**config.mk**
```make
export PLATFORM = sky130hd
export DESIGN_NAME = dq_current_pi_controller
export DESIGN_NICKNAME = d
export VERILOG_FILES = /design/src/rtl/dqpi_pkg.sv /design/src/rtl/dq_current_pi_controller.sv
export SDC_FILE = /design/constraint.sdc
export NUM_CORES = 2
export LEC_CHECK = 0
export ABC_AREA = 1
export BUFFER_PORTS_ARGS = -buffer_cell sky130_fd_sc_hd__buf_4
export CELL_PAD_IN_SITES_DETAIL_PLACEMENT = 1
export CELL_PAD_IN_SITES_GLOBAL_PLACEMENT = 2
export CORE_AREA = 2 2 501 503
export DETAILED_ROUTE_END_ITERATION = 6
export DIE_AREA = 0 0 503 505
export GPL_TIMING_DRIVEN = 0
export PLACE_DENSITY = 0.63
export SLEW_MARGIN = 20
export SYNTH_ARGS = -nofsm -noshare
export SYNTH_HDL_FRONTEND = slang
export SYNTH_SLANG_ARGS = --single-unit
```
**constraint.sdc**
```tcl
create_clock -name clock -period 15.2 [get_ports clock]
set_clock_uncertainty 0.2 [all_clocks]
set_input_delay 0.76 -clock clock [delete_from_list [all_inputs] [get_ports clock]]
set_output_delay 0.76 -clock clock [all_outputs]
set_load 0.005 [all_outputs]
```
**src/rtl/dqpi_pkg.sv**
```systemverilog
// ----------------------------------------------------------------------------
// dqpi_pkg
// Shared widths, register codes and the control program of the dq current
// PI controller.
// ----------------------------------------------------------------------------
package dqpi_pkg;

   // signal and integrator formats
   localparam int SIG_W       = 16;               // Q7.8 currents and voltages
   localparam int INT_FRAC    = 24;               // integrator fraction bits
   localparam int KP_W        = 16;               // Q4.12
   localparam int KI_W        = 20;               // Q16.4 per second
   localparam int DT_W        = 20;               // 2^-24 s units
   localparam int CSR_W       = 20;
   localparam int CSR_IDX_W   = 3;

   localparam int LIM_W       = SIG_W - 1;        // limit magnitude, Q7.8
   localparam int OUT_SHIFT   = INT_FRAC - 8;     // Q7.24 -> Q7.8
   localparam int LIMI_W      = LIM_W + OUT_SHIFT;
   localparam int INT_W       = LIMI_W + 1;       // integrator, signed
   localparam int CAP_W       = LIMI_W + 1;       // twice the limit
   localparam int ACC_W       = INT_W + 3;        // working width of adds
   localparam int KD_W        = KI_W + DT_W;      // ki * dt
   localparam int MUL_B_W     = DT_W;
   localparam int PROD_W      = KD_W + MUL_B_W;
   localparam int KPE_W       = KP_W + SIG_W;
   localparam int INC_SHIFT   = 36 - INT_FRAC;
   localparam int P_SHIFT     = INT_FRAC - 20;
   localparam int RND_W       = PROD_W - INC_SHIFT + 1;

   localparam logic [LIM_W:0]   LIMIT_FLOOR = (LIM_W + 1)'(256);
   localparam logic [LIM_W:0]   SIG_MAX     = (LIM_W + 1)'((1 << (SIG_W - 1)) - 1);

   // register reset values: kp = 0.2, ki = 40.0 per second
   localparam logic [KP_W-1:0] KP_RESET = KP_W'(819);
   localparam logic [KI_W-1:0] KI_RESET = KI_W'(640);
   localparam logic [DT_W-1:0] DT_RESET = DT_W'(1677);

   typedef enum logic [CSR_IDX_W-1:0] {
      CSR_D_PROP_GAIN   = 3'd0,
      CSR_D_INT_GAIN    = 3'd1,
      CSR_Q_PROP_GAIN   = 3'd2,
      CSR_Q_INT_GAIN    = 3'd3,
      CSR_SAMPLE_PERIOD = 3'd4
   } csr_index_type;

   // program steps
   localparam int STEP_W = 3;
   localparam logic [STEP_W-1:0] STEP_KD    = 3'd0;
   localparam logic [STEP_W-1:0] STEP_KP    = 3'd1;
   localparam logic [STEP_W-1:0] STEP_PROD  = 3'd2;
   localparam logic [STEP_W-1:0] STEP_ROUND = 3'd3;
   localparam logic [STEP_W-1:0] STEP_INTEG = 3'd4;
   localparam logic [STEP_W-1:0] STEP_SAT   = 3'd5;
   localparam logic [STEP_W-1:0] STEP_WB    = 3'd6;
   localparam logic [STEP_W-1:0] STEP_ZERO  = 3'd7;

   typedef enum logic [1:0] {
      MUL_IDLE,
      MUL_KD,      // ki * dt
      MUL_KP,      // kp * |err|
      MUL_INC      // kd * |err|
   } mul_op_type;

   typedef enum logic [1:0] {
      SEQ_NEXT,
      SEQ_ZERO_CHK,  // jump to the zero step when the period is zero
      SEQ_AXIS,      // d axis: restart for q; q axis: finish
      SEQ_FINISH
   } seq_type;

   typedef struct packed {
      mul_op_type mul;
      logic       ld_kd;
      logic       ld_p;
      logic       ld_inc;
      logic       ld_acc;
      logic       ld_s;
      logic       wb;
      logic       zero_out;
      seq_type    seq;
   } ucode_type;

   function automatic ucode_type ucode_fetch(input logic [STEP_W-1:0] step);
      ucode_type uc;
      uc = '0;
      unique case (step)
         STEP_KD: begin
            uc.mul = MUL_KD;
            uc.seq = SEQ_ZERO_CHK;
         end
         STEP_KP: begin
            uc.mul   = MUL_KP;
            uc.ld_kd = 1'b1;
         end
         STEP_PROD: begin
            uc.mul  = MUL_INC;
            uc.ld_p = 1'b1;
         end
         STEP_ROUND: uc.ld_inc = 1'b1;
         STEP_INTEG: uc.ld_acc = 1'b1;
         STEP_SAT:   uc.ld_s   = 1'b1;
         STEP_WB: begin
            uc.wb  = 1'b1;
            uc.seq = SEQ_AXIS;
         end
         STEP_ZERO: begin
            uc.zero_out = 1'b1;
            uc.seq      = SEQ_FINISH;
         end
      endcase
      return uc;
   endfunction

endpackage

```
**src/rtl/dq_current_pi_controller.sv**
```systemverilog
// ----------------------------------------------------------------------------
// dq_current_pi_controller
// Two-axis PI current controller with symmetric output limit and
// back-calculation anti-windup, run by a small microprogram on one datapath.
// ----------------------------------------------------------------------------
//
//  channel  direction  handshake            payload
//  req      in         req_valid/req_ready  d/q reference, d/q measured, limit
//  rsp      out        rsp_valid/rsp_ready  d_voltage, q_voltage
//  csr      in         csr_write_en         csr_index, csr_data
//
//  Each item runs 7 program steps per axis on the shared 40x20
//  multiplier; a new transfer is taken only once the item is through.
//  A zero sample period runs only the first and the zero step and leaves the integrators alone.
//  Synchronous reset zeroes the integrators and restores the default gains.
//  The result register frees the input side; the last step holds only while
//  an earlier result still waits on rsp_ready.
//
module dq_current_pi_controller (
   input  logic                          clock,
   input  logic                          reset,
   input  logic                          req_valid,
   output logic                          req_ready,
   input  logic signed [dqpi_pkg::SIG_W-1:0] req_d_reference,
   input  logic signed [dqpi_pkg::SIG_W-1:0] req_d_measured,
   input  logic signed [dqpi_pkg::SIG_W-1:0] req_q_reference,
   input  logic signed [dqpi_pkg::SIG_W-1:0] req_q_measured,
   input  logic signed [dqpi_pkg::SIG_W-1:0] req_voltage_limit,
   output logic                          rsp_valid,
   input  logic                          rsp_ready,
   output logic signed [dqpi_pkg::SIG_W-1:0] rsp_d_voltage,
   output logic signed [dqpi_pkg::SIG_W-1:0] rsp_q_voltage,
   input  logic                          csr_write_en,
   input  logic [dqpi_pkg::CSR_IDX_W-1:0] csr_index,
   input  logic [dqpi_pkg::CSR_W-1:0]     csr_data
);
   import dqpi_pkg::*;

   // control
   logic                busy_ff, busy_in;
   logic [STEP_W-1:0]   step_ff, step_in;
   logic                axis_ff, axis_in;
   logic                rsp_valid_ff, rsp_valid_in;

   // configuration
   logic [KP_W-1:0]     kp_ff [2];
   logic [KP_W-1:0]     kp_in [2];
   logic [KI_W-1:0]     ki_ff [2];
   logic [KI_W-1:0]     ki_in [2];
   logic [DT_W-1:0]     dt_ff, dt_in;

   // item and datapath
   logic [LIM_W-1:0]    lim_ff, lim_in;
   logic [SIG_W-1:0]    e_mag_ff [2];
   logic [SIG_W-1:0]    e_mag_in [2];
   logic                e_neg_ff [2];
   logic                e_neg_in [2];
   logic [PROD_W-1:0]   prod_ff, prod_in;
   logic [KD_W-1:0]     kd_ff, kd_in;
   logic signed [ACC_W-1:0] p_ff, p_in;
   logic signed [ACC_W-1:0] inc_ff, inc_in;
   logic signed [ACC_W-1:0] acc_ff, acc_in;
   logic signed [ACC_W-1:0] s_ff, s_in;
   logic                sat_ff, sat_in;
   logic signed [INT_W-1:0] integ_ff [2];
   logic signed [INT_W-1:0] integ_in [2];
   logic signed [SIG_W-1:0] vd_ff, vd_in;
   logic signed [SIG_W-1:0] rsp_d_ff, rsp_d_in;
   logic signed [SIG_W-1:0] rsp_q_ff, rsp_q_in;

   // combinational
   ucode_type           uc;
   logic                finishing, stall, adv, accept;
   logic [KD_W-1:0]     mul_a;
   logic [MUL_B_W-1:0]  mul_b;
   logic [LIMI_W-1:0]   lim_i;
   logic [CAP_W-1:0]    cap;
   logic signed [ACC_W-1:0] lim_acc;
   logic [KPE_W-1:0]    kpe;
   logic [INT_W-1:0]    pm;
   logic [RND_W-1:0]    inc_rnd;
   logic [INT_W-1:0]    incm;
   logic signed [ACC_W-1:0] u_sum;
   logic [ACC_W-1:0]    s_mag;
   logic [SIG_W-1:0]    v_mag;
   logic signed [SIG_W-1:0] v_out;
   logic [LIM_W:0]      lim_mag;
   logic signed [SIG_W:0] err_d, err_q;

   function automatic logic signed [ACC_W-1:0] clamp_acc(
      input logic signed [ACC_W-1:0] x,
      input logic signed [ACC_W-1:0] lim
   );
      logic signed [ACC_W-1:0] r;
      r = x;
      if (x < -lim) begin
         r = -lim;
      end else if (x > lim) begin
         r = lim;
      end
      return r;
   endfunction

   assign uc        = ucode_fetch(step_ff);
   assign finishing = (uc.seq == SEQ_FINISH) || ((uc.seq == SEQ_AXIS) && axis_ff);
   assign stall     = finishing && rsp_valid_ff && !rsp_ready;
   assign adv       = busy_ff && !stall;
   assign req_ready = !busy_ff;
   assign accept    = req_valid && !busy_ff;

   assign lim_i   = LIMI_W'(lim_ff) << OUT_SHIFT;
   assign cap     = {lim_i, 1'b0};
   assign lim_acc = signed'(ACC_W'(lim_i));

   // shared multiplier operands
   always_comb begin
      unique case (uc.mul)
         MUL_KD: begin
            mul_a = KD_W'(ki_ff[axis_ff]);
            mul_b = MUL_B_W'(dt_ff);
         end
         MUL_KP: begin
            mul_a = KD_W'(kp_ff[axis_ff]);
            mul_b = MUL_B_W'(e_mag_ff[axis_ff]);
         end
         MUL_INC: begin
            mul_a = kd_ff;
            mul_b = MUL_B_W'(e_mag_ff[axis_ff]);
         end
         MUL_IDLE: begin
            mul_a = '0;
            mul_b = '0;
         end
      endcase
   end

   always_comb begin
      // proportional term, Q7.24, capped at twice the limit
      kpe = prod_ff[KPE_W-1:0];
      if (kpe > KPE_W'(cap >> P_SHIFT)) begin
         pm = INT_W'(cap);
      end else begin
         pm = INT_W'(kpe << P_SHIFT);
      end

      // integral increment, rounded half away from zero on the magnitude
      inc_rnd = RND_W'(prod_ff[PROD_W-1:INC_SHIFT]) + RND_W'(prod_ff[INC_SHIFT-1]);
      if (inc_rnd > RND_W'(cap)) begin
         incm = INT_W'(cap);
      end else begin
         incm = INT_W'(inc_rnd);
      end

      u_sum = p_ff + acc_ff;

      // Q7.24 -> Q7.8 with rounding
      s_mag = s_ff[ACC_W-1] ? ACC_W'(-s_ff) : ACC_W'(s_ff);
      v_mag = s_mag[OUT_SHIFT +: SIG_W] + SIG_W'(s_mag[OUT_SHIFT-1]);
      v_out = s_ff[ACC_W-1] ? signed'(-v_mag) : signed'(v_mag);

      // limit magnitude, capped at full scale and floored at 1.0 V
      lim_mag = req_voltage_limit[SIG_W-1] ? ((LIM_W + 1)'(0) - (LIM_W + 1)'(req_voltage_limit))
                                           : (LIM_W + 1)'(req_voltage_limit);
      if (req_voltage_limit[SIG_W-1] && (lim_mag == '0)) begin
         lim_mag = SIG_MAX;     // most negative input negates to 32768, capped below
      end
      if (lim_mag > SIG_MAX) begin
         lim_mag = SIG_MAX;
      end
      if (lim_mag < LIMIT_FLOOR) begin
         lim_mag = LIMIT_FLOOR;
      end

      err_d = (SIG_W + 1)'(req_d_reference) - (SIG_W + 1)'(req_d_measured);
      err_q = (SIG_W + 1)'(req_q_reference) - (SIG_W + 1)'(req_q_measured);
   end

   // next state
   always_comb begin
      busy_in      = busy_ff;
      step_in      = step_ff;
      axis_in      = axis_ff;
      rsp_valid_in = rsp_valid_ff;
      kp_in        = kp_ff;
      ki_in        = ki_ff;
      dt_in        = dt_ff;
      lim_in       = lim_ff;
      e_mag_in     = e_mag_ff;
      e_neg_in     = e_neg_ff;
      prod_in      = prod_ff;
      kd_in        = kd_ff;
      p_in         = p_ff;
      inc_in       = inc_ff;
      acc_in       = acc_ff;
      s_in         = s_ff;
      sat_in       = sat_ff;
      integ_in     = integ_ff;
      vd_in        = vd_ff;
      rsp_d_in     = rsp_d_ff;
      rsp_q_in     = rsp_q_ff;

      if (csr_write_en) begin
         unique case (csr_index)
            CSR_D_PROP_GAIN:   kp_in[0] = csr_data[KP_W-1:0];
            CSR_D_INT_GAIN:    ki_in[0] = csr_data[KI_W-1:0];
            CSR_Q_PROP_GAIN:   kp_in[1] = csr_data[KP_W-1:0];
            CSR_Q_INT_GAIN:    ki_in[1] = csr_data[KI_W-1:0];
            CSR_SAMPLE_PERIOD: dt_in    = csr_data[DT_W-1:0];
            default: ;         // drop writes beyond the register list
         endcase
      end

      if (rsp_valid_ff && rsp_ready) begin
         rsp_valid_in = 1'b0;
      end

      if (accept) begin
         busy_in     = 1'b1;
         step_in     = STEP_KD;
         axis_in     = 1'b0;
         lim_in      = lim_mag[LIM_W-1:0];
         e_neg_in[0] = err_d[SIG_W];
         e_neg_in[1] = err_q[SIG_W];
         e_mag_in[0] = err_d[SIG_W] ? SIG_W'(-err_d) : SIG_W'(err_d);
         e_mag_in[1] = err_q[SIG_W] ? SIG_W'(-err_q) : SIG_W'(err_q);
      end

      if (adv) begin
         if (uc.mul != MUL_IDLE) begin
            prod_in = PROD_W'(mul_a) * PROD_W'(mul_b);
         end
         if (uc.ld_kd) begin
            kd_in = prod_ff[KD_W-1:0];
         end
         if (uc.ld_p) begin
            p_in = e_neg_ff[axis_ff] ? -signed'(ACC_W'(pm)) : signed'(ACC_W'(pm));
         end
         if (uc.ld_inc) begin
            inc_in = e_neg_ff[axis_ff] ? -signed'(ACC_W'(incm)) : signed'(ACC_W'(incm));
         end
         if (uc.ld_acc) begin
            acc_in = clamp_acc(ACC_W'(integ_ff[axis_ff]) + inc_ff, lim_acc);
         end
         if (uc.ld_s) begin
            s_in   = clamp_acc(u_sum, lim_acc);
            sat_in = (u_sum != clamp_acc(u_sum, lim_acc));
         end
         if (uc.wb) begin
            // back-calculate the integrator when the output saturated
            integ_in[axis_ff] = sat_ff ? INT_W'(clamp_acc(s_ff - p_ff, lim_acc))
                                       : INT_W'(acc_ff);
            if (axis_ff) begin
               rsp_d_in = vd_ff;
               rsp_q_in = v_out;
            end else begin
               vd_in = v_out;
            end
         end
         if (uc.zero_out) begin
            rsp_d_in = '0;
            rsp_q_in = '0;
         end
         if (finishing) begin
            rsp_valid_in = 1'b1;
         end

         unique case (uc.seq)
            SEQ_NEXT: step_in = step_ff + STEP_W'(1);
            SEQ_ZERO_CHK: begin
               step_in = (dt_ff == '0) ? STEP_ZERO : step_ff + STEP_W'(1);
            end
            SEQ_AXIS: begin
               if (axis_ff) begin
                  busy_in = 1'b0;
               end else begin
                  axis_in = 1'b1;
                  step_in = STEP_KD;
               end
            end
            SEQ_FINISH: busy_in = 1'b0;
         endcase
      end
   end

   always_ff @(posedge clock) begin
      if (reset) begin
         busy_ff      <= 1'b0;
         step_ff      <= STEP_KD;
         axis_ff      <= 1'b0;
         rsp_valid_ff <= 1'b0;
         kp_ff[0]     <= KP_RESET;
         kp_ff[1]     <= KP_RESET;
         ki_ff[0]     <= KI_RESET;
         ki_ff[1]     <= KI_RESET;
         dt_ff        <= DT_RESET;
         integ_ff[0]  <= '0;
         integ_ff[1]  <= '0;
      end else begin
         busy_ff      <= busy_in;
         step_ff      <= step_in;
         axis_ff      <= axis_in;
         rsp_valid_ff <= rsp_valid_in;
         kp_ff        <= kp_in;
         ki_ff        <= ki_in;
         dt_ff        <= dt_in;
         integ_ff     <= integ_in;
      end
   end

   always_ff @(posedge clock) begin
      lim_ff   <= lim_in;
      e_mag_ff <= e_mag_in;
      e_neg_ff <= e_neg_in;
      prod_ff  <= prod_in;
      kd_ff    <= kd_in;
      p_ff     <= p_in;
      inc_ff   <= inc_in;
      acc_ff   <= acc_in;
      s_ff     <= s_in;
      sat_ff   <= sat_in;
      vd_ff    <= vd_in;
      rsp_d_ff <= rsp_d_in;
      rsp_q_ff <= rsp_q_in;
   end

   assign rsp_valid     = rsp_valid_ff;
   assign rsp_d_voltage = rsp_d_ff;
   assign rsp_q_voltage = rsp_q_ff;

   // the zero step is reached only for a zero sample period
   assert property (@(posedge clock) disable iff (reset)
      (busy_ff && (step_ff == STEP_ZERO)) |-> (dt_ff == '0))
      else $error("zero step entered with nonzero sample period");

   // d integrator lands inside the voltage limit after write-back
   assert property (@(posedge clock) disable iff (reset)
      (adv && uc.wb && !axis_ff) |=>
         ((ACC_W'(integ_ff[0]) <= lim_acc) && (ACC_W'(integ_ff[0]) >= -lim_acc)))
      else $error("d integrator outside limit");

   // saturated output stays inside the limit
   assert property (@(posedge clock) disable iff (reset)
      (adv && uc.ld_s) |=> ((s_ff <= lim_acc) && (s_ff >= -lim_acc)))
      else $error("saturated output outside limit");

   // a result appears only at the end of a program run
   assert property (@(posedge clock) disable iff (reset)
      $rose(rsp_valid_ff) |-> $past(busy_ff))
      else $error("result raised without an item in progress");

endmodule

```
==> results.ini <==
[outcome]
run_status=completed

[clock_tree]
cts_buffer_depth=3
cts_root_buf=clkbuf_16
insertion_delay_ns=0.69
postCtsHoldBufs=0
cts_tree=yes
clkTransAtPathRegs_ns=0.06
numCtsBuffers=67
cts_resized=0
cts_setup_buffers=0
clock-sinks=496
htreeDepth=3

[finish]
drive_gt1_frac=0.04647
nNetsFinal=9812
fill_cells=30480
area_delta_synth_final_pct=13.72

[placed_design]
port_buffers=140
place_ws_ns=3.176
gp_congestion=0.9038
dpl.hpwl_um=229400

[power]
clockPowerShare=0.207
p_comb_frac=0.567
pwr-share-seq=0.226
switching_share=0.4843
p_leak_nw=34.46
internal_power_mw=4.211
vdd_drop_max_mv=0.1238
p_per_area_nw_per_um2=116.1
power_switching_mw=3.955

[critical_path]
startpoint_type=register
r2r-end=prod_ff[58]$_DFFE_PP_
endpoint_kind=register
cp_common_cell=inv_1
cp_max_fo=10
crit_type=register to register
crit_required_ns=15.40
worstRegToRegCells=35
r2r_setup_slack_ns=3.17
slowest_stage=o21ai_1
cp.arrival_ns=12.22
timing.rr.start=step_ff[0]$_SDFF_PP0_
max_stage_delay_ns=0.84

[logic_synthesis]
avgSynthCellArea_um2=7.492
yosys_warnings=0
synth-seq-cells=496
yosysTopAreaCell=fa_1
synthCells=8257
async_reset_ff_frac=0
synth-seq-area-share=0.2145
synth_edf_count=334
synth_top_area_share=0.2213
synthTopCellsByArea=fa_1 (22%), edfxtp_1 (16%), nand2_1 (12%)
synth_most_common_cell=nand2_1
syn_area_um2=61860
synthDistinctLibCells=63
synth_common_cells=nand2_1 (2010), inv_1 (1617), nor2_1 (838)
ys.flop_type=edfxtp_1

[sta]
fmax_mhz=83.14
final.period_utilization=0.7913
final_max_slew_viol_count=0
relSlewSlack=0.2138
hold_violations=0
tns_ns=0
final.setup.worst_slack_ns=3.173
setup-violations-final=0
tightest_slew_ns=1.175
period_minus_slack_ns=12.03
rsz0062_at_grt=no

[routing]
wl_per_cell_um=22.52
first_iter_violations=2767
vias_per_cell=4.614
final_antenna_net_count=0
wl_um=269300
firstDrtPassIters=5
vias=55190
post-route-drc-count=0

[floorplanning]
ios=142
dieArea_um2=254000
fp.dieH_um=505
start_util=0.2492
core_um2=248200
die_width_um=503
rows=183

[worst_hold_path]
hp-class=primary input to register
holdPathEnd=ki_ff[39]$_SDFFE_PP0P_
hold_start=csr_data[19]
whs_path_depth=3

[global_route]
grt_pass1_wl_um=397900
grt_usage=0.2112
grt_antenna_before_repair=2
overflow=0
grt_max_degree=28
grt_pass1_vias=60290

[job]
drv_cap=0

[power by group through the flow]
| stage | combinational (mW) | clock [mW] | sequential, mW |
|---|---|---|---|
| finish | 4.63 | 1.69 | 1.84 |
| floorplan | 3.03 | 0 | 1.79 |
| detailed placement | 4.65 | 0 | 1.87 |
| CTS | 4.68 | 1.74 | 1.84 |
| global route | 5.24 | 1.78 | 1.86 |
| global placement | 4.58 | 0 | 1.87 |
[kinds of logic (layout without fill, tap and decap cells)]
kind of cell             Yosys count  count (layout)  share of synthesized area
AND/OR/NAND/NOR                 3513            3513                     0.2327
flip-flops                       496             496                     0.2145
AO/OA/AOI/OAI                    952             952                    0.08583
other                              2              82                  0.0001214
adder cells (fa/ha/maj)         1130            1130                     0.3115
XOR/XNOR                         286             286                    0.04049
buffers and inverters           1877            2171                     0.1146
multiplexers                       1               1                  0.0001820
[worst max-delay path by stage]
stage | slack (ns) | startpoint | endpoint
after CTS | 3.13 | step_ff[0]$_SDFF_PP0_ | prod_ff[58]$_DFFE_PP_
after detailed placement | 3.18 | step_ff[0]$_SDFF_PP0_ | prod_ff[58]$_DFFE_PP_
after floorplan | 6.62 | step_ff[0]$_SDFF_PP0_ | prod_ff[58]$_DFFE_PP_
final | 3.17 | step_ff[0]$_SDFF_PP0_ | prod_ff[58]$_DFFE_PP_
after global routing | 2.52 | step_ff[0]$_SDFF_PP0_ | prod_ff[58]$_DFFE_PP_
after global placement | 2.35 | axis_ff$_SDFF_PP0_ | prod_ff[58]$_DFFE_PP_
[critical path: cells and delay by family (launching register included)]
family,cells,cell delay (ns)
compound gates,9,2.88
buf+inv,12,2.95
fa+ha+maj,9,4.35
xor+xnor,1,0.09
flops,1,0.41
simple gates,4,0.80
[layout by cell type, fill, tap and decap left out, drive strengths merged, types with 45 or more instances in the layout]
cell       n
dfxtp    162
o21a      45
nand4     69
nor2     857
xor2     199
clkbuf   290
o21ai    344
conb      80
nand2   2019
ha       446
inv     1626
nor3      52
a21oi    394
edfxtp   334
xnor2     87
buf      205
fa       684
nand3    413
[flip-flops by register name, summed over array words and instances (netlist names), 35 cells and up]
name / count
integ_ff: 64
acc_ff: 35
s_ff: 35
prod_ff: 60
ki_ff: 40
kd_ff: 40
inc_ff: 35
[per-stage QoR]
stage,cell area (um2),hold WS [ns],cells,util,total power [mW]
after floorplan,62160,0.2244,8335,-,4.821
after global placement,67370,0.2349,11810,0.2715,6.447
after detailed placement,68000,0.2471,11840,0.2740,6.525
after CTS,70350,0.1182,11960,0.2834,8.262
after global routing,70350,0.1494,11960,0.2834,8.877
final,70350,0.1641,11960,0.2834,8.166
[layout make-up]
class,instances,area [um2],share of cell area
Tap cell,3330,4167,0.05922
Clock inverter,37,520.5,0.007398
Antenna cell,2,5.005,0.00007114
Buffer,238,940.9,0.01337
Inverter,1639,6152,0.08745
Sequential cell,496,13270,0.1887
Clock buffer,87,1823,0.02591
Multi-Input combinational cell,5962,41970,0.5966
Timing Repair Buffer,170,1500,0.02132
[routing by layer]
layer  vias to the layer above  GRT usage  wire (um)
li1                      26230          -          -
met5                         -          0          0
met1                     27760     0.2613     115400
met3                       319    0.01861       8328
met4                         0    0.07512      10570
met2                       890     0.3794     135000
No activity file was read; power rests on OpenSTA's default activity.
